<file path="config.mk">
export PLATFORM = sky130hd
export DESIGN_NAME = qsvn_op_fifo
export DESIGN_NICKNAME = d
export VERILOG_FILES = /design/src/rtl/qsvn_pkg.sv /design/src/rtl/qsvn_op_fifo.sv
export SDC_FILE = /design/constraint.sdc
export NUM_CORES = 1
export LEC_CHECK = 0
export BUFFER_PORTS_ARGS = -buffer_cell sky130_fd_sc_hd__buf_2
export CORE_MARGIN = 8
export CORE_UTILIZATION = 50
export CTS_CLUSTER_SIZE = 30
export DETAILED_ROUTE_END_ITERATION = 7
export PLACE_DENSITY = 0.8
export RECOVER_POWER = 50
export SLEW_MARGIN = 40
export SYNTH_ARGS = -nofsm -noshare
export SYNTH_HDL_FRONTEND = slang
export SYNTH_SLANG_ARGS = --single-unit
</file>
<file path="constraint.sdc">
create_clock -name clk -period 4.6 [get_ports clk]
set_input_delay 0.46 -clock clk [delete_from_list [all_inputs] [get_ports clk]]
set_output_delay 0.46 -clock clk [all_outputs]
set_load 0.03 [all_outputs]
</file>
<file path="src/rtl/qsvn_pkg.sv">
package qsvn_pkg;

  // Table geometry and field widths.
  localparam int VERTEX_COUNT = 1024;
  localparam int IDX_W        = 10;
  localparam int ADDR_W       = (VERTEX_COUNT > 1) ? $clog2(VERTEX_COUNT) : 1;
  localparam int POS_W        = 16;
  localparam int SUM_W        = 32;
  localparam int NRM_W        = 16;
  localparam int M_W          = 36;
  localparam int FIFO_DEPTH   = 4;
  localparam int FIFO_AW      = $clog2(FIFO_DEPTH);

  typedef logic [IDX_W-1:0]         idx_t;
  typedef logic [ADDR_W-1:0]        addr_t;
  typedef logic signed [POS_W-1:0]  pos_t;
  typedef logic signed [SUM_W-1:0]  sum_t;
  typedef logic signed [NRM_W-1:0]  nrm_t;
  typedef logic signed [M_W-1:0]    mcomp_t;

  typedef enum logic [1:0] {
    CMD_LOAD  = 2'd0,
    CMD_CLEAR = 2'd1,
    CMD_STRIP = 2'd2,
    CMD_READ  = 2'd3
  } cmd_t;

  typedef enum logic [1:0] {
    OP_LOAD,
    OP_CLEAR,
    OP_QUAD,
    OP_READ
  } op_kind_t;

  // One classified operation queued between the front and the back.
  typedef struct packed {
    op_kind_t kind;
    idx_t     idx_a;
    idx_t     idx_b;
    idx_t     idx_c;
    idx_t     idx_d;
    pos_t     pos_x;
    pos_t     pos_y;
    pos_t     pos_z;
  } op_t;

  typedef struct packed {
    logic   start;
    mcomp_t m_x;
    mcomp_t m_y;
    mcomp_t m_z;
  } norm_req_t;

  typedef struct packed {
    logic done;
    nrm_t n_x;
    nrm_t n_y;
    nrm_t n_z;
  } norm_res_t;

  typedef enum logic [2:0] {
    BK_IDLE,
    BK_FETCH,
    BK_NEWELL,
    BK_NORM,
    BK_ACC_RD,
    BK_ACC_WR,
    BK_RD_WAIT
  } back_state_t;

  typedef enum logic [2:0] {
    NM_IDLE,
    NM_MAX,
    NM_SCALE,
    NM_SQUARE,
    NM_SQRT,
    NM_DIVLD,
    NM_DIV,
    NM_DONE
  } norm_state_t;

  function automatic logic in_table(idx_t idx);
    return 32'(idx) < VERTEX_COUNT;
  endfunction

  function automatic addr_t to_addr(idx_t idx);
    return addr_t'(idx);
  endfunction

endpackage

</file>
<file path="src/rtl/qsvn_op_fifo.sv">
module qsvn_op_fifo (
  input  logic           clk,
  input  logic           rst_n,
  input  logic           push,
  input  qsvn_pkg::op_t  push_op,
  output logic           full,
  input  logic           pop,
  output qsvn_pkg::op_t  head,
  output logic           empty
);
  import qsvn_pkg::*;

  op_t                mem_r [FIFO_DEPTH];
  logic [FIFO_AW-1:0] wr_ptr_r, rd_ptr_r;
  logic [FIFO_AW:0]   count_r;
  logic               do_push, do_pop;

  assign full    = count_r == (FIFO_AW+1)'(FIFO_DEPTH);
  assign empty   = count_r == '0;
  assign do_push = push & ~full;
  assign do_pop  = pop & ~empty;
  assign head    = mem_r[rd_ptr_r];

  // Pointers and fill count.
  always_ff @(posedge clk) begin
    if (!rst_n) begin
      wr_ptr_r <= '0;
      rd_ptr_r <= '0;
      count_r  <= '0;
    end else begin
      if (do_push) wr_ptr_r <= wr_ptr_r + 1'b1;
      if (do_pop) rd_ptr_r <= rd_ptr_r + 1'b1;
      if (do_push && !do_pop) count_r <= count_r + 1'b1;
      else if (!do_push && do_pop) count_r <= count_r - 1'b1;
    end
  end

  // Entry storage.
  always_ff @(posedge clk) begin
    if (do_push) mem_r[wr_ptr_r] <= push_op;
  end

endmodule

</file>
# Yosys cells after proc, flatten, opt, wreduce, memory -nomap -nowiden

Memory sizes are Yosys's and may differ from the RTL's. A register that Yosys moved wholly into a read port is not among the register bits.
Cells that the tools add are included.

$add $sub $neg: 4
Eq/ne operators: 1
Muxes and demuxes: 6
Bitwise gates (word level): 4
Reduce and logical (&&, ||, !) cells: 6

Operators with widths:

| cell                                              | number |
|---|---|
| 2-to-1 mux 3 bit                                  | 2 |
| adder 2 x 1 -> 2 bit (second input constant)      | 2 |
| 2-to-1 mux 2 bit                                  | 2 |
| adder 3 x 1 -> 3 bit (second input constant)      | 1 |
| == test 3 bit (second input constant)             | 1 |
| logical NOT 3 bit                                 | 1 |
| subtractor 3 x 1 -> 3 bit (second input constant) | 1 |
| AND 1 bit                                         | 2 |
| logical AND 1 bit                                 | 2 |
| logical NOT 1 bit                                 | 2 |
| 2-to-1 mux 1 bit                                  | 2 |
| inverter 1 bit                                    | 2 |
| nonzero test 2 bit                                | 1 |

Flip-flop bits (word level): 7
Bits in writable memories: 360
Word-level logic and storage cells: 25
Memories: 1

Memory list:

| name  | words | width | read ports | clocked after memory_dff | wr ports | line               | text |
|---|---|---|---|---|---|---|---|
| mem_r | 4     | 90    | 1          | 1                        | 1        | qsvn_op_fifo.sv:13 | `op_t mem_r [FIFO_DEPTH];` |

# Depth between registers and ports, before layout

Gate-level depths: netlist of run 1.

Depth in word-level cells: 7
Depth in mapped cells: 9
Gate-level depth less buffers: 8

# Least setup slack after synthesis of run 1

Ideal clock, no wire load.

Path type: register -> register
From: register count_r[0]
To: memory mem_r[0][0] (netlist bit) (enable)
Library setup time: 0.459 ns
Arrival: 2.999 ns
Data required time: 4.141 ns
Slack: 1.142 ns
Cell stages (with the launch flop): 5
Buffers on the path: 1
Clock period less this slack: 3.458 ns
Path through: dfxtp_1 -> nor3b_2 -> nor2b_1 -> buf_2 -> and2_1

Cells in the longest elaborated chain, start to end: 5

RTL lines:

| item                                   | line               | text |
|---|---|---|
| from (decl)                            | qsvn_op_fifo.sv:15 | `logic [FIFO_AW:0] count_r;` |
| from (signal assigned)                 | qsvn_op_fifo.sv:33 | `if (do_push && !do_pop) count_r <= count_r + 1'b1;` |
| from (signal assigned)                 | qsvn_op_fifo.sv:34 | `else if (!do_push && do_pop) count_r <= count_r - 1'b1;` |
| == test 3 bit                          | qsvn_op_fifo.sv:18 | `assign full = count_r == (FIFO_AW+1)'(FIFO_DEPTH);` |
| net full                               | qsvn_op_fifo.sv:6  | `output logic full,` |
| inverter 1 bit                         | qsvn_op_fifo.sv:20 | `assign do_push = push & ~full;` |
| AND 1 bit                              | qsvn_op_fifo.sv:20 |  |
| net do_push                            | qsvn_op_fifo.sv:16 | `logic do_push, do_pop;` |
| 2-to-1 mux 1 bit                       | qsvn_op_fifo.sv:40 | `if (do_push) mem_r[wr_ptr_r] <= push_op;` |
| 2-to-1 mux 1 bit (implied by the code) | qsvn_op_fifo.sv:40 |  |
| to (decl)                              | qsvn_op_fifo.sv:13 |  |

The timed path passes the listed nets, and every way through them passes these cells.

# Worst setup path after layout of run 1

From: register count_r[0]
To: memory mem_r[0][50] (netlist bit) (enable)

Cells in the longest elaborated chain, start to end: 5

RTL lines:

| item                                   | line |
|---|---|
| == test 3 bit                          | qsvn_op_fifo.sv:18 |
| inverter 1 bit                         | qsvn_op_fifo.sv:20 |
| AND 1 bit                              | qsvn_op_fifo.sv:20 |
| 2-to-1 mux 1 bit                       | qsvn_op_fifo.sv:40 |
| 2-to-1 mux 1 bit (implied by the code) | qsvn_op_fifo.sv:40 |

No other way between the ends.

==> impl_metrics.json, run 1 <==
{
  "worst_slew_pin_slew_ns": 1.57,
  "rows": 60,
  "fin_crit_sh_pct": 69.8,
  "synth_top_area_cell": "edfxtp_1",
  "fin_worst_skew_ns": 0.0156,
  "ioPinCount": 186,
  "cts_tree": "yes",
  "max_freq_mhz": 311,
  "hpwlAfterDp_mm": 15.7,
  "layout.nets": 837,
  "ys_warn_count": 0,
  "die_h_um": 181,
  "ys_top_cells_by_area": "edfxtp_1, mux4_2, buf_12",
  "critPathRequiredTime_ns": 4.78,
  "cts_setup_buffers": 0,
  "drv_cap": 1,
  "power.density_nw_per_um2": 614,
  "crit_path_cell_trace": "nor3b_1 > nor2b_1 > and2_0 > buf_16 > buf_4",
  "num_vias": 6053,
  "period_minus_slack_ns": 3.21,
  "grt_pass1_wl_mm": 38.0,
  "overflow": 0,
  "slew_violations": 18,
  "vias_per_cell": 5.47,
  "io_buffers": 185,
  "cts_made_buffers": 38,
  "dieArea_sq_um": 32600,
  "worst-path-max-fanout": 20,
  "ir_drop_v": 0.000319,
  "p_leak_uw": 0.00518,
  "drive_gt1_share_pct": 33.4,
  "relSlewSlack_pct": -4.74,
  "drc": 0,
  "synth_xor_area_share_pct": 0.258,
  "grt_setup_unrepaired": "no",
  "syn_to_final_growth_pct": 18.3,
  "cp.arrival_ns": 3.39,
  "initial_core_util_pct": 50.6,
  "seq_area_frac_synth_pct": 81.0,
  "cts_sinks": 369,
  "fp.dieW_um": 181,
  "grt_max_degree": 59,
  "multi_input_area_sq_um": 2310,
  "netlist.area_leader.share_pct": 79.7,
  "finalHoldViolations": 0,
  "async_flop_share_pct": 0,
  "end_kind": "flop",
  "dr.pass1.iters": 4,
  "postRouteAntennaNets": 0,
  "cts_max_level": 2,
  "synth_edf_count": 360,
  "wl_mm": 25.0,
  "fin_hold_ws_ns": 0.209,
  "clock_latency_ns": 0.51,
  "synthDistinctLibCells": 24,
  "grtUsageTotal_pct": 15.1,
  "core-area_sq_um": 26800,
  "cts_hold_buf": 0,
  "status": "finished, violations left",
  "tns_ns": 0,
  "failed_checks": "capacitance limit, slew limit",
  "crit_buf_inv": 2,
  "seqCellArea_sq_um": 11000,
  "num_antenna_cells": 0,
  "drt_iter0_markers": 330,
  "reg2reg_depth": 5,
  "cts.clk_slew.worst_paths_ns": 0.06,
  "finalSetupViolCount": 0,
  "ys.flop_type": "edfxtp_1",
  "routedWlPerCell_um": 22.5,
  "startpoint_type": "flop",
  "hp-class": "in -> reg",
  "synth.area.mux_share_pct": 15.2,
  "synth_top_family_by_area": "multiplexers",
  "synthCells": 518,
  "synth.cell_area_sq_um": 13600,
  "cp.depth": 5,
  "ctsRootBufferMaster": "clkbuf_16",
  "synth_common_cells": "edfxtp_1, mux4_2, buf_2",
  "gp_congestion": 0.715,
  "grt_pass1_vias": 6542,
  "path_class": "reg -> reg",
  "syn_nets": 618,
  "synth-seq-cells": 369,
  "fillCellCount": 1878,
  "synth.most_common_cell": "edfxtp_1",
  "synthSimpleGateAreaFrac_pct": 0.747,
  "crit_family": "simple AND/OR/NAND/NOR gates",
  "post_cts_resized": 0,
  "critical-path-slowest-cell": "and2_0",
  "antenna_found_initial": 2,
  "syn_area_per_cell_sq_um": 26.2,
  "synthAdderAreaFrac_pct": 0.609,
  "p_total_uw": 9860,
  "synth-compound-area-share_pct": 0.249,
  "hold_depth": 1,
  "crit_path_max_incr_delay_ns": 1.27,
  "clockBufferDepth": 3
}
registers in the layout, summed over array words and instances, names as in the netlist, named ones only:
name,cells
mem_r,360
rd_ptr_r,2
wr_ptr_r,2
count_r,3
cell usage in the layout, fill, tap and decap left out, types with 3 or more instances in the layout:
master / count
and2_0: 3
and2_4: 3
buf_12: 8
buf_2: 93
buf_4: 7
bufinv_16: 4
clkbuf_1: 101
clkbuf_16: 41
clkinv_1: 8
clkinv_2: 6
dfxtp_1: 7
edfxtp_1: 360
ha_1: 5
inv_1: 3
mux2i_1: 3
mux4_2: 90
nand2_1: 4
xnor2_1: 3
layer usage:
layer	routed length, um	track usage (%)
met1	10300	19.3
met2	12100	24.6
met4	588	4.40
met3	1930	5.02
met5	27	0
final cells by class:
cell class	instances	area share, %
clock buffer	51	6.69
tap	341	2.66
multi-input combinational	124	14.4
clock inverter	18	1.12
inverter	3	0.0702
sequential	369	68.5
timing repair buffer	201	6.55
worst reg2reg max path: stages, from the launching register on:
cell     delay [ns]
dfxtp_1        0.45
nor3b_1        0.10
nor2b_1        0.50
and2_0         1.27
buf_16         0.27
buf_4          0.30
cell families after synthesis:
logic type,count (synthesis)
flip-flops,369
buffers and inverters,25
multiplexers,93
AND/OR/NAND/NOR,17
AO/OA/AOI/OAI,4
XOR/XNOR,4
adder cells (fa/ha/maj),6
final timing paths:
kind                                               start                        to  slack [ns]
worst min register to register  wr_ptr_r[1]$_SDFFE_PN0P_  wr_ptr_r[1]$_SDFFE_PN0P_        0.50
worst max-delay path             count_r[0]$_SDFFE_PN0P_    mem_r[0][50]$_DFFE_PP_        1.39
worst min-delay path                         push_op[11]    mem_r[3][11]$_DFFE_PP_        0.21
worst max register to register   count_r[0]$_SDFFE_PN0P_    mem_r[0][50]$_DFFE_PP_        1.39
report_power, final:
part           internal [uW]  switching, uW
clock network           1860           1150
registers               4080            143
logic                   1010           1610
total                   6950           2910
metrics by stage:
step / cells / setup WS, ns / util, % / instance area (sq um)
4_1_cts: 1107 / 1.55 / 60.4 / 16200
6_report: 1107 / 1.39 / 59.9 / 16000
2_1_floorplan: 518 / 1.14 / - / 13600
3_5_place_dp: 1038 / 1.96 / 55.7 / 14900
3_3_place_gp: 1032 / 1.86 / 55.2 / 14800
5_1_grt: 1107 / 1.06 / 59.9 / 16000
Power figures use the tool's default switching activity.
==> run 2, diff against run 1 <==
ABC_AREA = 1   (was not set)
clock period = 3.2 ns   (was 4.6 ns; I/O delays follow)
==> impl_metrics.json, run 2 <==
{
  "p_sw_share_pct": 33.4,
  "finalHoldViolations": 0,
  "seq_power_share_pct": 42.6,
  "hp-class": "in -> reg",
  "fp.dieW_um": 182,
  "startpoint_type": "flop",
  "cts_hold_buf": 0,
  "fin_crit_sh_pct": 83.4,
  "synth_top_area_cell": "edfxtp_1",
  "postRouteAntennaNets": 0,
  "period_minus_slack_ns": 2.67,
  "crit_buf_inv": 1,
  "reg2reg_depth": 5,
  "clockBufferDepth": 3,
  "largest_register_ffs": 360,
  "grt_setup_unrepaired": "no",
  "max_freq_mhz": 375,
  "fin_ws_ns": 0.533,
  "cts_made_buffers": 37,
  "io_buffers": 185,
  "placed_area_sq_um": 15000,
  "drive_gt1_share_pct": 14.1,
  "crit_path_cell_trace": "nor2_1 > nand2_1 > nand2_1 > nor2_1 > buf_12",
  "synth.cell_area_sq_um": 13800,
  "fin_worst_skew_ns": 0.0133,
  "vias_per_cell": 5.54,
  "syn_area_per_cell_sq_um": 14.6,
  "syn_to_final_growth_pct": 17.0,
  "synth_edf_count": 360,
  "cts_setup_buffers": 0,
  "hold_depth": 1,
  "die_h_um": 182,
  "status": "complete, no violations",
  "fin_area_sq_um": 16100,
  "ctsRootBufferMaster": "clkbuf_16",
  "grt_max_degree": 181,
  "seq_area_frac_synth_pct": 79.8,
  "synth_common_cells": "edfxtp_1, nor2_1, o21ai_0",
  "reg2reg_to": "mem_r[0][38]$_DFFE_PP_",
  "dr.pass1.iters": 5,
  "hp-start": "push_op[17]",
  "wl_mm": 29.0,
  "ys.flop_type": "edfxtp_1",
  "drt_iter0_markers": 615,
  "slew_violations": 0,
  "initial_core_util_pct": 50.9,
  "clockPowerShare_pct": 29.9,
  "cts_tree": "yes",
  "critPathRequiredTime_ns": 3.38,
  "synth.most_common_cell": "edfxtp_1",
  "grt_pass1_vias": 8391,
  "grtUsageTotal_pct": 17.0,
  "r2r_setup_slack_ns": 0.53,
  "relSlewSlack_pct": 5.10,
  "cp.arrival_ns": 2.85,
  "synth-seq-cells": 369,
  "worst-path-max-fanout": 39,
  "synthDistinctLibCells": 20,
  "ys_top_cells_by_area": "edfxtp_1, o21ai_0, nor2_1",
  "gp_congestion": 0.759,
  "finalSetupViolCount": 0,
  "grt_pass1_wl_mm": 45.0,
  "p_total_uw": 14100,
  "drc": 0,
  "rows": 60,
  "cts_sinks": 369,
  "internal_power_uw": 9390,
  "cts.clk_slew.worst_paths_ns": 0.06,
  "hold_path_end": "mem_r[0][17]$_DFFE_PP_",
  "regMostFlops": "mem_r",
  "ys_warn_count": 0,
  "worst_slew_pin_slew_ns": 1.42,
  "drv_cap": 0,
  "clock_latency_ns": 0.51,
  "core-area_sq_um": 27000,
  "critical-path-slowest-cell": "nor2_1",
  "ioPinCount": 186,
  "final_cell_mix": "edfxtp_1, nor2_1, o21ai_0",
  "p_leak_uw": 0.00545,
  "top_regs": "mem_r: 360 flops, count_r: 3 flops",
  "hpwlAfterDp_mm": 16.7,
  "path_class": "reg -> reg",
  "layout.nets": 1221,
  "power.density_nw_per_um2": 875,
  "switchingPower_uw": 4700,
  "num_antenna_cells": 0,
  "routedWlPerCell_um": 19.4,
  "mostFrequentLayoutCell": "edfxtp_1",
  "dieArea_sq_um": 33100,
  "num_vias": 8261,
  "syn_nets": 1040,
  "synthCells": 940,
  "async_flop_share_pct": 0,
  "place_ws_ns": 1.05,
  "ir_drop_v": 0.000685,
  "end_kind": "flop",
  "rr_startpoint": "count_r[0]$_SDFFE_PN0P_",
  "crit_path_max_incr_delay_ns": 1.13,
  "antenna_found_initial": 3,
  "post_cts_resized": 0,
  "combinationalPowerShare_pct": 27.6,
  "crit_family": "simple AND/OR/NAND/NOR gates",
  "netlist.area_leader.share_pct": 78.5,
  "overflow": 0,
  "cts_max_level": 2
}
-- run 2: cell types whose count changed in the layout (fill, tap and decap cells not counted), sizes merged, moves of 4 or more --
| cell | previous run | this run |
|---|---|---|
| nand3 | 0 | 4 |
| mux4 | 90 | 0 |
| o21ai | 1 | 181 |
| o22ai | 0 | 90 |
| nor2 | 0 | 194 |
| and2 | 8 | 0 |
| nand2 | 4 | 15 |
| inv | 3 | 19 |
-- run 2: final cells by class --
| class | count | area (sq um) |
|---|---|---|
| Clock buffer | 48 | 1010 |
| Clock inverter | 19 | 185 |
| Fill cell | 2052 | 10900 |
| Inverter | 18 | 72.6 |
| Multi-Input combinational cell | 495 | 2410 |
| Sequential cell | 369 | 11000 |
| Tap cell | 341 | 427 |
| Timing Repair Buffer | 200 | 1010 |
-- run 2: how the worst max path moves through the flow --
stage	start	end	slack, ns	depth (start not counted)
2_1_floorplan	count_r[0]$_SDFFE_PN0P_	mem_r[0][0]$_DFFE_PP_	-0.28	4
3_3_place_gp	count_r[1]$_SDFFE_PN0P_	count_r[1]$_SDFFE_PN0P_	1.13	9
3_5_place_dp	count_r[1]$_SDFFE_PN0P_	count_r[1]$_SDFFE_PN0P_	1.05	9
4_1_cts	flop	head[82]	0.57	5
5_1_grt	count_r[0]$_SDFFE_PN0P_	mem_r[0][38]$_DFFE_PP_	0.37	5
6_report	count_r[0]$_SDFFE_PN0P_	mem_r[0][38]$_DFFE_PP_	0.53	5
-- run 2: per-stage QoR --
stage	instances	setup TNS (ns)	hold WS (ns)	utilization [%]
after floorplan	940	-100.40	0.419	-
after global placement	1423	0	0.490	55.6
after detailed placement	1423	0	0.491	55.6
after CTS	1490	0	0.00158	60.1
after global routing	1490	0	0.0509	59.6
final	1490	0	0.0632	59.6
-- run 2: cell families (layout without fill, tap and decap cells) --
family          after synthesis  in the layout  share of synthesized area, %
fa+ha+maj                     6              6                         0.600
xor+xnor                      1              1                        0.0636
buf+inv                      76            285                          2.84
flops                       369            369                          79.8
compound gates              274            274                          10.8
simple gates                214            214                          5.90
-- run 2: layer usage --
layer	vias up	part of all wire [%]	wire length (um)	track usage, %
met5	-	0.12	36	0
met4	6	1.8	521	4.95
met3	47	8.1	2350	4.35
met2	290	50	14400	29.0
met1	4028	40	11600	21.3
li1	3890	-	-	-
-- run 2: power groups by stage --
stage	Sequential (uW)	Clock (uW)	Combinational, uW
2_1_floorplan	6090	0	2750
6_report	6000	4210	3890
4_1_cts	6000	4280	3970
3_5_place_dp	6100	0	3960
3_3_place_gp	6080	0	3890
5_1_grt	6040	4450	4200
