**src/rtl/qsvn_pkg.sv**
```systemverilog
package qsvn_pkg;

  // Table geometry and field widths.
  localparam int VERTEX_COUNT = 1024;
  localparam int IDX_W        = 10;
  localparam int ADDR_W       = (VERTEX_COUNT > 1) ? $clog2(VERTEX_COUNT) : 1;
  localparam int POS_W        = 16;
  localparam int SUM_W        = 32;
  localparam int NRM_W        = 16;
  localparam int M_W          = 36;
  localparam int FIFO_DEPTH   = 4;
  localparam int FIFO_AW      = $clog2(FIFO_DEPTH);

  typedef logic [IDX_W-1:0]         idx_t;
  typedef logic [ADDR_W-1:0]        addr_t;
  typedef logic signed [POS_W-1:0]  pos_t;
  typedef logic signed [SUM_W-1:0]  sum_t;
  typedef logic signed [NRM_W-1:0]  nrm_t;
  typedef logic signed [M_W-1:0]    mcomp_t;

  typedef enum logic [1:0] {
    CMD_LOAD  = 2'd0,
    CMD_CLEAR = 2'd1,
    CMD_STRIP = 2'd2,
    CMD_READ  = 2'd3
  } cmd_t;

  typedef enum logic [1:0] {
    OP_LOAD,
    OP_CLEAR,
    OP_QUAD,
    OP_READ
  } op_kind_t;

  // One classified operation queued between the front and the back.
  typedef struct packed {
    op_kind_t kind;
    idx_t     idx_a;
    idx_t     idx_b;
    idx_t     idx_c;
    idx_t     idx_d;
    pos_t     pos_x;
    pos_t     pos_y;
    pos_t     pos_z;
  } op_t;

  typedef struct packed {
    logic   start;
    mcomp_t m_x;
    mcomp_t m_y;
    mcomp_t m_z;
  } norm_req_t;

  typedef struct packed {
    logic done;
    nrm_t n_x;
    nrm_t n_y;
    nrm_t n_z;
  } norm_res_t;

  typedef enum logic [2:0] {
    BK_IDLE,
    BK_FETCH,
    BK_NEWELL,
    BK_NORM,
    BK_ACC_RD,
    BK_ACC_WR,
    BK_RD_WAIT
  } back_state_t;

  typedef enum logic [2:0] {
    NM_IDLE,
    NM_MAX,
    NM_SCALE,
    NM_SQUARE,
    NM_SQRT,
    NM_DIVLD,
    NM_DIV,
    NM_DONE
  } norm_state_t;

  function automatic logic in_table(idx_t idx);
    return 32'(idx) < VERTEX_COUNT;
  endfunction

  function automatic addr_t to_addr(idx_t idx);
    return addr_t'(idx);
  endfunction

endpackage

```
**src/rtl/qsvn_front.sv**
```systemverilog
module qsvn_front (
  input  logic             clk,
  input  logic             rst_n,
  input  logic             accept,
  input  qsvn_pkg::cmd_t   cmd,
  input  qsvn_pkg::idx_t   vertex_index,
  input  logic             strip_start,
  input  qsvn_pkg::pos_t   pos_x,
  input  qsvn_pkg::pos_t   pos_y,
  input  qsvn_pkg::pos_t   pos_z,
  output logic             op_push,
  output qsvn_pkg::op_t    op
);
  import qsvn_pkg::*;

  idx_t prior_first_r, prior_first_nxt;
  idx_t prior_second_r, prior_second_nxt;
  idx_t incoming_r, incoming_nxt;
  logic have_prior_r, have_prior_nxt;
  logic half_held_r, half_held_nxt;
  logic hp, hh;

  // Classify the beat and track the strip pairing.
  always_comb begin
    hp               = have_prior_r & ~strip_start;
    hh               = half_held_r & ~strip_start;
    prior_first_nxt  = prior_first_r;
    prior_second_nxt = prior_second_r;
    incoming_nxt     = incoming_r;
    have_prior_nxt   = have_prior_r;
    half_held_nxt    = half_held_r;
    op_push          = 1'b0;
    op.kind          = OP_LOAD;
    op.idx_a         = vertex_index;
    op.idx_b         = vertex_index;
    op.idx_c         = vertex_index;
    op.idx_d         = vertex_index;
    op.pos_x         = pos_x;
    op.pos_y         = pos_y;
    op.pos_z         = pos_z;
    case (cmd)
      CMD_LOAD: begin
        op_push = accept;
        op.kind = OP_LOAD;
      end
      CMD_CLEAR: begin
        op_push = accept;
        op.kind = OP_CLEAR;
      end
      CMD_READ: begin
        op_push = accept;
        op.kind = OP_READ;
      end
      CMD_STRIP: begin
        op.kind  = OP_QUAD;
        op.idx_a = prior_first_r;
        op.idx_b = prior_second_r;
        op.idx_c = incoming_r;
        op.idx_d = vertex_index;
        if (accept) begin
          if (!hh) begin
            incoming_nxt   = vertex_index;
            half_held_nxt  = 1'b1;
            have_prior_nxt = hp;
          end else begin
            op_push          = hp;
            prior_first_nxt  = incoming_r;
            prior_second_nxt = vertex_index;
            have_prior_nxt   = 1'b1;
            half_held_nxt    = 1'b0;
          end
        end
      end
      default: begin
        op_push = 1'b0;
      end
    endcase
  end

  always_ff @(posedge clk) begin
    if (!rst_n) begin
      prior_first_r  <= '0;
      prior_second_r <= '0;
      incoming_r     <= '0;
      have_prior_r   <= 1'b0;
      half_held_r    <= 1'b0;
    end else begin
      prior_first_r  <= prior_first_nxt;
      prior_second_r <= prior_second_nxt;
      incoming_r     <= incoming_nxt;
      have_prior_r   <= have_prior_nxt;
      half_held_r    <= half_held_nxt;
    end
  end

endmodule

```
**config.mk**
```make
export PLATFORM = sky130hd
export DESIGN_NAME = qsvn_front
export DESIGN_NICKNAME = d
export VERILOG_FILES = /design/src/rtl/qsvn_pkg.sv /design/src/rtl/qsvn_front.sv
export SDC_FILE = /design/constraint.sdc
export NUM_CORES = 1
export LEC_CHECK = 0
export BUFFER_PORTS_ARGS = -buffer_cell sky130_fd_sc_hd__buf_2
export CAP_MARGIN = 20
export CORE_ASPECT_RATIO = 1.75
export CORE_UTILIZATION = 41
export CTS_BUF_LIST = sky130_fd_sc_hd__clkbuf_4
export DETAILED_ROUTE_END_ITERATION = 10
export GPL_TIMING_DRIVEN = 0
export PLACE_DENSITY_LB_ADDON = 0.1
export REMOVE_ABC_BUFFERS = 1
export SETUP_SLACK_MARGIN = 0.02
export SLEW_MARGIN = 15
export SYNTH_ARGS = -nofsm -noshare
export SYNTH_HDL_FRONTEND = slang
export SYNTH_SLANG_ARGS = --single-unit
export TNS_END_PERCENT = 30
```
**constraint.sdc**
```tcl
create_clock -name clk -period 1.4 [get_ports clk]
set_input_delay 0.28 -clock clk [delete_from_list [all_inputs] [get_ports clk]]
set_output_delay 0.28 -clock clk [all_outputs]
set_load 0.02 [all_outputs]
```
=== After elaboration in Yosys (flattened, before gate mapping) ===
Index checks and enable logic that the tools add are counted.

* Register bits: 32
* Output and inout bits: 91
* Word-level logic and storage cells: 24

* Equality and inequality tests: 3
* Mux-type cells: 7
* Bitwise gates (word level): 4
* Reduce and logical (&&, ||, !) cells: 5

{| class="wikitable"
|+ Operators with widths
! cell !! count
|-
| $mux W40 || 1
|-
| $pmux W2 S4 || 1
|-
| $reduce_and A3 Y1 || 2
|-
| $eq A2 B2 Y1 const B || 2
|-
| $mux W1 || 4
|-
| $reduce_or A3 Y1 || 1
|-
| $and A1 B1 Y1 || 2
|-
| $eq A2 B1 Y1 const B || 1
|-
| $logic_not A2 Y1 || 1
|-
| $not A1 Y1 || 2
|-
| $pmux W1 S2 || 1
|-
| $reduce_and A2 Y1 || 1
|}

=== Longest topological paths before layout ===
Gate-level depths: netlist of run 1.

* Depth in word-level cells: 5
* Gate-level depth with buffers: 6
* Mapped depth without buffers: 3

=== Worst setup path before layout of run 1 ===
OpenSTA, ideal clock, no wires.

* Kind: input-to-output
* Start: input cmd[1]
* End: output op[58] (netlist bit)
* Arrival time: 1.004 ns
* Required time: 1.120 ns
* Setup slack: 0.116 ns
* Stages on the path: 5
* Buffers on the path: 2
* Cell sequence: nor2b_4 -> buf_6 -> clkbuf_1 -> nand2_1 -> nand2_1

{| class="wikitable"
|+ RTL lines
! element !! line !! text
|-
| start: declaration || qsvn_front.sv:5 || <nowiki>input qsvn_pkg::cmd_t cmd,</nowiki>
|-
| end: declaration || qsvn_front.sv:12 || <nowiki>output qsvn_pkg::op_t op</nowiki>
|}

=== Worst setup path in the final report of run 1 ===
* Start: register half_held_r
* End: output op_push

* Cells in the longest elaborated chain, start to end: 4

{| class="wikitable"
|+ Ends and longest elaborated chain
! element !! line !! text
|-
| start: declaration || qsvn_front.sv:20 || <nowiki>logic half_held_r, half_held_nxt;</nowiki>
|-
| start signal: assignment || qsvn_front.sv:92 || <nowiki>half_held_r <= half_held_nxt;</nowiki>
|-
| $and A1 B1 Y1 || qsvn_front.sv:26 || <nowiki>hh = half_held_r & ~strip_start;</nowiki>
|-
| $mux W1 || qsvn_front.sv:61 || <nowiki>if (!hh) begin</nowiki>
|-
| $mux W1 || qsvn_front.sv:60 || <nowiki>if (accept) begin</nowiki>
|-
| $pmux W1 S2 || qsvn_front.sv:41 || <nowiki>case (cmd)</nowiki>
|-
| end: declaration || qsvn_front.sv:11 || <nowiki>output logic op_push,</nowiki>
|}

Every way passes these cells.

==> reports/metrics.cfg, run 1 <==
[status]
outcome = complete, no violations

[setup_path]
critPathRequiredTime_ps = 1120
reg2reg_slack_ps = 80
r2r_start = half_held_r$_SDFFE_PN0P_
reg2reg_to = prior_first_r[3]$_SDFFE_PN0P_
worst_ep_arrival_time_ps = 1100
end_kind = output port
r2r.worst_path.cells = 4
crit_type = flop to output port
path_max_fanout = 2
worstSetupStartpointType = flop

[clock_tree]
ctsHoldBuffers = 0
cts-htree-levels = 2
root_buffer = clkbuf_4
cts.path.max_buffers = 2
numCtsBuffers = 5
cts.sinks = 32
path_clk_slew_ps = 100
clk_latency_ps = 330
cts_tree = yes

[pwr]
p_total_uw = 1800
p_leak_uw = 0.000943
power.density_nw_per_um2 = 896
ir_drop_v = 0.000600

[finish]
final_nets = 327
finalInstanceArea_um2 = 2010
drive_gt1_share_pct = 32.3
area_growth_pct = 1.33
layout_commonest_cell = nand2_1
mostFrequentLayoutCells = 110 x nand2_1, 55 x buf_2, 31 x dfxtp_1
antennaDiodeCount = 0
utilization_pct = 43.0

[global_routing]
grt_start_max_net_pins = 42
grt_pass1_vias = 1449
grt_overflow_total = 0
antenna_found_initial = 0
grt_pass1_wl_um = 9420
grt_usage_pct = 29.1

[sta]
period_share_pct = 98.9
setup_ws_ps = 15.9
fmax_mhz = 722
timing.final.hold_violations = 0
skew_ps = 7.00
worst_pin_slew_ps = 707
setup_viol = 0
report.final.slew_viol_count = 0
slew_headroom_pct = 52.8
rsz0062_at_grt = true
final.min_clock_period_ps = 1380

[floorplanning]
num_io_pins = 155
die_x_um = 54.5
die_y_um = 93.9
start_util_pct = 42.5
dieArea_um2 = 5120
fp.coreArea_um2 = 4670
rows = 33

[yosys]
synthMuxAreaShare_pct = 15.2
synth-simple-area-share_pct = 23.9
synth_area_um2 = 1980
synth-adder-area-share_pct = 0
postSynthCellCount = 258
synth-compound-area-share_pct = 1.26
synth_top_area_share_pct = 32.3
ys_seq_area_share_pct = 32.3
yosysWarnings = 0
avgSynthCellArea_um2 = 7.68
synth_area_leaders = dfxtp_1 32%, buf_4 22%, nand2_1 21%, mux2i_1 15%, clkbuf_1 2.1%
ys_ff_latch = 32
synth-xor-area-share_pct = 0
synth_top_family_by_area = buffers and inverters
synth_cell_types = 17
synth_area_leader_cell = dfxtp_1

[worst_hold_path]
hold_class = input port to flop
min_from = strip_start
hold_depth = 2
hold_end = have_prior_r$_SDFFE_PN0P_

[placement]
dp.final_hpwl_um = 5770
pre_cts_ws_ps = -607
place_area_um2 = 1820
portBuffers = 58
place_congestion = 0.813

[routing]
drt-initial-drc-count = 33
first_pass_iters = 4
wl_um = 7440
viasPerCell = 5.12
num_vias = 1613
drtAntennaViolNets = 0
routedWlPerCell_um = 23.6
drc = 0

[run]
maxCapViolCount = 0

[synth_stat cells, drive strengths merged]
cell and number:
nand2b 1, nor3b 1, nor2b 3, nor3 1, and3 1, mux2i 30
a21oi 2, a31oi 1, inv 1, buf 63, clkbuf 11, nand2 110
dfxtp 32, a311oi 1
[per-stage QoR]
step	hold WS (ps)	cells	TNS, ps
6_report	191	315	0
5_1_grt	191	315	-135
4_1_cts	180	309	-241
3_5_place_dp	449	295	-25330
3_3_place_gp	443	294	-36930
2_1_floorplan	387	184	-8060
[kinds of logic after synthesis]
family                 after synthesis
flip-flops                          32
AO/OA/AOI/OAI                        4
buffers and inverters               75
multiplexers                        30
AND/OR/NAND/NOR                    117
[state kept, by name, summed over array words and instances, names as in the netlist]
signal / flops
prior_second_r: 10
half_held_r: 1
have_prior_r: 1
prior_first_r: 10
incoming_r: 10
[worst max-delay path: stages (launching register included)]
cell and delay, ps:
dfxtp_2 340, nor2b_4 140, a21oi_2 50, nor2b_1 100
buf_4 140
[power breakdown]
| part | switching [uW] | internal (uW) | total, uW |
|---|---|---|---|
| clock | 309 | 175 | 484 |
| sequential | 6.84 | 923 | 930 |
| combinational | 249 | 134 | 383 |
| total | 565 | 1230 | 1800 |
[what timing repair did]
| item | CTS | global route |
|---|---|---|
| pin swaps | 1 | 2 |
| gates resized for setup | 8 | 6 |
| setup buffers | 6 | 4 |
| endpoints found under the setup margin | 62 | 57 |
| gates cloned | 1 | 2 |
[how the worst max path moves through the flow]
stage / startpoint / endpoint / slack, ps / depth (start not counted)
2_1_floorplan: cmd[0] / incoming_r[0]$_SDFFE_PN0P_ / -650 / 3
3_3_place_gp: cmd[0] / incoming_r[5]$_SDFFE_PN0P_ / -1620 / 4
3_5_place_dp: cmd[0] / incoming_r[3]$_SDFFE_PN0P_ / -610 / 5
4_1_cts: half_held_r$_SDFFE_PN0P_ / incoming_r[0]$_SDFFE_PN0P_ / -40 / 5
5_1_grt: half_held_r$_SDFFE_PN0P_ / op_push / -90 / 4
6_report: half_held_r$_SDFFE_PN0P_ / op_push / 20 / 4
[area by class of cell]
type | instances | area (um^2)
fillers | 527 | 2660
flip-flops and latches | 32 | 642
clock buffers | 5 | 37.5
multi-input cells | 154 | 860
well taps | 52 | 65.1
clock inverters | 2 | 7.51
inverters | 1 | 3.75
repair buffers | 69 | 392
[per-layer routing]
metal	routed length (um)	up-vias	track usage [%]
met2	3430	111	44.8
met3	1220	27	20.6
met5	28	-	5.13
li1	-	763	-
met4	751	2	26.7
met1	2010	710	22.0
Power figures use the tool's default switching activity.
==> run 2, diff against run 1 <==
- CELL_PAD_IN_SITES_DETAIL_PLACEMENT: not set -> 1
- CELL_PAD_IN_SITES_GLOBAL_PLACEMENT: not set -> 2
- CORE_UTILIZATION: 41 -> 20
==> run 2 against run 1 <==
  * Total power is 6.6% higher
  * Largest cell class unchanged
  * Global-route usage is 14 points lower
  * The flow now finishes with violations (negative setup slack)
  * Via count is 0.74% lower
  * Sequential share of layout area is 1.8 points lower
==> reports/metrics.cfg, run 2 (synthesis results as in run 1) <==
[placement]
place_area_um2 = 1900  ; +4.8%
place_congestion = 0.700  ; -14%
portBuffers = 58  ; unchanged
dp.final_hpwl_um = 5710  ; -1.0%

[global_routing]
antenna_found_initial = 1  ; +1
grt_overflow_total = 0  ; unchanged
grt_usage_pct = 15.5  ; -14 points
grt_pass1_vias = 1674  ; +16%
grt_pass1_wl_um = 11200  ; +19%
grt_start_max_net_pins = 42  ; unchanged

[sta]
fmax_mhz = 672  ; -7.0%
whs_ps = 172  ; -19.3 ps
slew_headroom_pct = 48.4  ; -4.4 points
tns_ps = -88.9  ; -88.9 ps
rsz0062_at_grt = true
report.final.slew_viol_count = 0  ; unchanged
timing.final.hold_violations = 0  ; unchanged
final.min_clock_period_ps = 1490  ; +105 ps
worst_pin_slew_ps = 774  ; +66.7 ps
period_share_pct = 106  ; +7.5 points
setup_viol = 1  ; +1
skew_ps = 17.8  ; +10.8 ps
setup_ws_ps = -88.9  ; -105 ps

[clock_tree]
clk_latency_ps = 360  ; +30 ps
numCtsBuffers = 5  ; unchanged
cts-htree-levels = 2  ; unchanged
cts.sinks = 32  ; unchanged
path_clk_slew_ps = 100  ; about the same
root_buffer = clkbuf_4
cts.path.max_buffers = 2  ; unchanged
ctsHoldBuffers = 0  ; unchanged
cts_tree = yes

[setup_path]
crit_type = flop to output port
end_kind = output port
worst_ep_arrival_time_ps = 1210  ; +110 ps
cp_top_family = flip-flops
path_cells = nor2b_4, a21oi_2, nor2b_1, buf_4
slowest_stage = dfxtp_2
worstSetupStartpointType = flop
critPathRequiredTime_ps = 1120  ; about the same
slowest_delay_ps = 350  ; about the same
path_max_fanout = 3  ; +1
cp_num_buf_inv = 1  ; unchanged

[pwr]
power.density_nw_per_um2 = 903  ; +0.79%
p_leak_uw = 0.000951  ; +0.78%
ir_drop_v = 0.000280  ; -53%
p_total_uw = 1920  ; +6.6%

[finish]
final_nets = 324  ; -0.92%
area_growth_pct = 7.20
layout_commonest_cell = nand2_1
top_regs = incoming_r (10), prior_first_r (10), prior_second_r (10)
mostFrequentLayoutCells = 109 x nand2_1, 53 x buf_2, 31 x dfxtp_1
utilization_pct = 22.3  ; -21 points
finalInstanceArea_um2 = 2120  ; +5.8%
drive_gt1_share_pct = 32.6  ; +0.25 points

[routing]
wl_um = 7820  ; +5.1%
viasPerCell = 4.17  ; -19%
first_pass_iters = 4  ; unchanged
routedWlPerCell_um = 20.4  ; -14%
highest_layer = met4
met3WireLength_um = 1550  ; +27%
m1WireLength_um = 2900  ; +44%
num_vias = 1601  ; -0.74%
dr_wl_met2_um = 3260  ; -5.0%
drtAntennaViolNets = 0  ; unchanged
drc = 0  ; unchanged
drt-initial-drc-count = 94  ; +180%

[floorplanning]
fp.coreArea_um2 = 9530  ; +100%
dieArea_um2 = 10300  ; +100%
start_util_pct = 20.8  ; -22 points
num_io_pins = 155  ; unchanged
rows = 47  ; +42%
die_y_um = 134  ; +42%
die_x_um = 77.2  ; +42%

[worst_hold_path]
hold_class = input port to flop

[status]
outcome = finished, violations left
violations = negative setup slack

[run]
maxCapViolCount = 0  ; unchanged

[run 2: changes by cell type in the layout (fill, tap and decap cells not counted), sizes merged]
| cell | change |
|---|---|
| diode | +1 |
| clkbuf | +2 |
| buf | -2 |
| clkinv | -1 |
| and3 | -1 |
[run 2: worst register-to-register path, delay by kind of cell, from the launching register on]
kind | cells | cell delay (ps)
DFF | 1 | 350
muxes | 1 | 250
and+or+nand+nor | 2 | 670
[run 2: power breakdown]
part / total, uW / switching, uW / internal, uW
clock: 581 / 350 / 232
combinational: 404 / 262 / 142
sequential: 931 / 7.53 / 924
total: 1920 / 619 / 1300
[run 2: metal layers]
metal | global-route usage (%) | vias to the layer above
met1 | 16.1 | 727
met2 | 21.5 | 117
met4 | 5.35 | 0
met5 | 1.00 | -
met3 | 14.9 | 6
li1 | - | 751
[run 2: repair_timing]
item                       4_1_cts  5_1_grt
cloned                           2        0
setup endpoints to repair       62       32
pin swaps                        1        1
resized for setup               12        5
setup buffers                    7        1
[run 2: worst paths after layout]
kind / start / to / slack (ps) / cells past startpoint
max: half_held_r$_SDFFE_PN0P_ / op_push / -90 / 4
min reg2reg: prior_second_r[0]$_SDFFE_PN0P_ / prior_second_r[0]$_SDFFE_PN0P_ / 470 / 2
max reg2reg: half_held_r$_SDFFE_PN0P_ / prior_second_r[5]$_SDFFE_PN0P_ / 50 / 3
min: strip_start / have_prior_r$_SDFFE_PN0P_ / 170 / 2
[run 2: through the flow]
step                      cells  setup slack, ps
after floorplan             184             -648
after global placement      364            -1960
after detailed placement    365             -838
after CTS                   382             -115
after global routing        384             -173
final                       384            -88.9
[run 2: final cells by class]
type | count | area, um^2
Fill cell | 1178 | 7400
Multi-Input combinational cell | 153 | 860
Sequential cell | 32 | 642
Timing Repair Buffer | 67 | 407
Tap cell | 122 | 153
Clock buffer | 7 | 52.6
Clock inverter | 1 | 3.75
Inverter | 1 | 3.75
Antenna cell | 1 | 2.50
==> run 3, diff against run 2 <==
- SETUP_SLACK_MARGIN: 0.02 -> 0.15
==> run 3 against run 2 <==
  * The flow still finishes with violations (negative setup slack)
  * Worst hold slack got worse by 1.2 ps
  * Non-clock buffer count rose by 8
  * Count of clock-buffer cells in the layout did not move
  * First-iteration DRC count fell by 27%
  * Utilization rose by 6.9 points
  * Clock power rose by 1%
  * Register-to-register slack got worse by 60 ps
  * Sequential share of layout area fell by 7.1 points
  * Wire length rose by 8.6%
  * Fmax fell by 0.71%
  * Largest power group unchanged
==> reports/metrics.cfg, run 3 (synthesis results as in run 1) <==
[global_routing]
grt_overflow_total = 0  ; unchanged
grt_pass1_wl_um = 11900  ; +6.1%
grt_pass1_vias = 1808  ; +8.0%
grt_start_max_net_pins = 42  ; unchanged
use_met3_pct = 15.1  ; +0.27 points
busiest_layer = met2
met1_usage_pct = 16.9  ; +0.84 points
grt_usage_pct = 16.4  ; +0.87 points
antenna_found_initial = 1  ; unchanged
grtUsageMet2_pct = 23.4  ; +1.8 points

[sta]
worst_pin_slew_ps = 778  ; +3.47 ps
period_share_pct = 107  ; +0.76 points
final.min_clock_period_ps = 1500  ; +10.7 ps
skew_ps = 16.0  ; -1.81 ps
report.final.slew_viol_count = 0  ; unchanged
slew_headroom_pct = 48.2  ; -0.23 points
setup_ws_ps = -99.5  ; -10.7 ps
rsz0062_at_grt = true
setup_viol = 4  ; +3
fmax_mhz = 667  ; -0.71%
timing.final.hold_violations = 0  ; unchanged

[setup_path]
reg2reg_slack_ps = -10  ; -60 ps
path_max_fanout = 3  ; unchanged
slowest_stage = dfxtp_2
path_cells = nor2b_4, a21oi_2, nor2b_1, buf_4
r2r_start = half_held_r$_SDFFE_PN0P_
reg2reg_to = prior_second_r[9]$_SDFFE_PN0P_
r2r.worst_path.cells = 4  ; +1
end_kind = output port
cp-startpoint = half_held_r$_SDFFE_PN0P_
crit_type = flop to output port
worstSetupStartpointType = flop
worst_ep_arrival_time_ps = 1220  ; about the same
critPathRequiredTime_ps = 1120  ; about the same
slowest_delay_ps = 350  ; about the same

[pwr]
ir_drop_v = 0.000287  ; +2.7%
p_comb_share_pct = 28.2  ; +7.1 points
pwr-share-clk_pct = 27.7  ; -2.6 points
sw_frac_of_total_pct = 32.9  ; +0.56 points
power.density_nw_per_um2 = 761  ; -16%
p_leak_uw = 0.00141  ; +49%
power.internal_uw = 1420  ; +9.7%
seqPwrFrac_pct = 44.2  ; -4.4 points
p_switching_uw = 697  ; +13%

[finish]
fillers = 1098  ; -6.8%
top_regs = incoming_r (10), prior_first_r (10), prior_second_r (10)
mostFrequentLayoutCells = 41 x nand2_1, 37 x nand2_2, 34 x buf_6
utilization_pct = 29.2  ; +6.9 points
final_nets = 334  ; +3.1%
layout_commonest_cell = nand2_1
drive_gt1_share_pct = 60.9  ; +28 points
area_growth_pct = 40.6
finalInstanceArea_um2 = 2790  ; +31%

[floorplanning]
die_y_um = 134  ; unchanged
dieArea_um2 = 10300  ; unchanged
die_x_um = 77.2  ; unchanged
rows = 47  ; unchanged
start_util_pct = 20.8  ; unchanged
fp.coreArea_um2 = 9530  ; unchanged
num_io_pins = 155  ; unchanged

[routing]
drt-initial-drc-count = 69  ; -27%
num_vias = 1686  ; +5.3%
routedWlPerCell_um = 21.6  ; +5.9%
first_pass_iters = 6  ; +2
wl_um = 8500  ; +8.6%
drtAntennaViolNets = 0  ; unchanged
viasPerCell = 4.28  ; +2.6%
drc = 0  ; unchanged

[clock_tree]
cts-htree-levels = 2  ; unchanged
cts.path.max_buffers = 2  ; unchanged
root_buffer = clkbuf_4
clk_latency_ps = 360  ; about the same
cts_tree = yes
path_clk_slew_ps = 100  ; about the same
numCtsBuffers = 5  ; unchanged
cts.sinks = 32  ; unchanged

[status]
outcome = finished, violations left
violations = negative setup slack

[placement]
place_area_um2 = 1900  ; unchanged
portBuffers = 58  ; unchanged
place_congestion = 0.700  ; unchanged
dp.final_hpwl_um = 5710  ; unchanged

[worst_hold_path]
hold_class = input port to flop
hold_depth = 2  ; unchanged
hold_end = have_prior_r$_SDFFE_PN0P_
min_from = strip_start

[run]
maxCapViolCount = 0  ; unchanged

run 3: changes by cell type in the layout (fill, tap and decap cells not counted):
| cell | previous run | this run |
|---|---|---|
| clkbuf_16 | 0 | 2 |
| nand2_1 | 109 | 41 |
| and3_2 | 0 | 2 |
| dfxtp_1 | 31 | 29 |
| dfxtp_2 | 1 | 3 |
| buf_6 | 3 | 34 |
| nand2_2 | 1 | 37 |
| nand2_4 | 0 | 32 |
| buf_12 | 2 | 4 |
| buf_2 | 53 | 25 |
| buf_8 | 0 | 1 |
run 3: area by class of cell:
cell class / count / area [um^2] / share of cell area (%)
multi-input cells: 155 / 1200 / 43.3
repair buffers: 75 / 721 / 25.9
flip-flops and latches: 32 / 644 / 23.1
well taps: 122 / 153 / 5.48
clock buffers: 7 / 52.6 / 1.89
clock inverters: 1 / 3.75 / 0.135
inverters: 1 / 3.75 / 0.135
diodes: 1 / 2.50 / 0.0898
run 3: power by group through the flow:
stage,Clock [uW],Sequential (uW),Combinational [uW]
finish,587,936,597
global route,656,938,638
CTS,614,935,569
detailed placement,0,952,357
global placement,0,952,354
floorplan,0,949,172
run 3: worst max-delay path, delay by kind of cell (launching register included):
family          cells  cell delay, ps
compound gates      1              60
buf+inv             1             150
simple gates        2             310
flops               1             350
run 3: through the flow:
step | std cells | hold slack (ps) | worst slack, ps | setup TNS, ps | power (uW)
final | 394 | 171 | -99.5 | -116 | 2120
after detailed placement | 365 | 447 | -838 | -34500 | 1310
after global placement | 364 | 445 | -1960 | -46530 | 1310
after global routing | 394 | 139 | -173 | -1150 | 2230
after CTS | 388 | 143 | -114 | -114 | 2120
after floorplan | 184 | 387 | -648 | -8060 | 1120
run 3: worst max-delay path by stage:
stage	end	slack, ps	cells past startpoint
2_1_floorplan	incoming_r[0]$_SDFFE_PN0P_	-650	3
3_3_place_gp	incoming_r[9]$_SDFFE_PN0P_	-1960	4
3_5_place_dp	incoming_r[6]$_SDFFE_PN0P_	-840	5
4_1_cts	op_push	-110	4
5_1_grt	op_push	-170	4
6_report	op_push	-100	4
run 3: metal layers:
metal	vias to the layer above	share of wire [%]	wire (um)
met2	123	45	3820
li1	776	-	-
met3	6	19	1600
met5	-	0	0
met4	0	1.3	113
met1	781	35	2960
run 3: timing repair:
| item | in CTS | in global routing |
|---|---|---|
| gates resized for setup | 156 | 32 |
| hold buffers | 0 | 0 |
| endpoints found under the setup margin | 62 | 52 |
| cloned | 3 | 3 |
| buffers inserted | 12 | 2 |
| pin swaps | 42 | 20 |
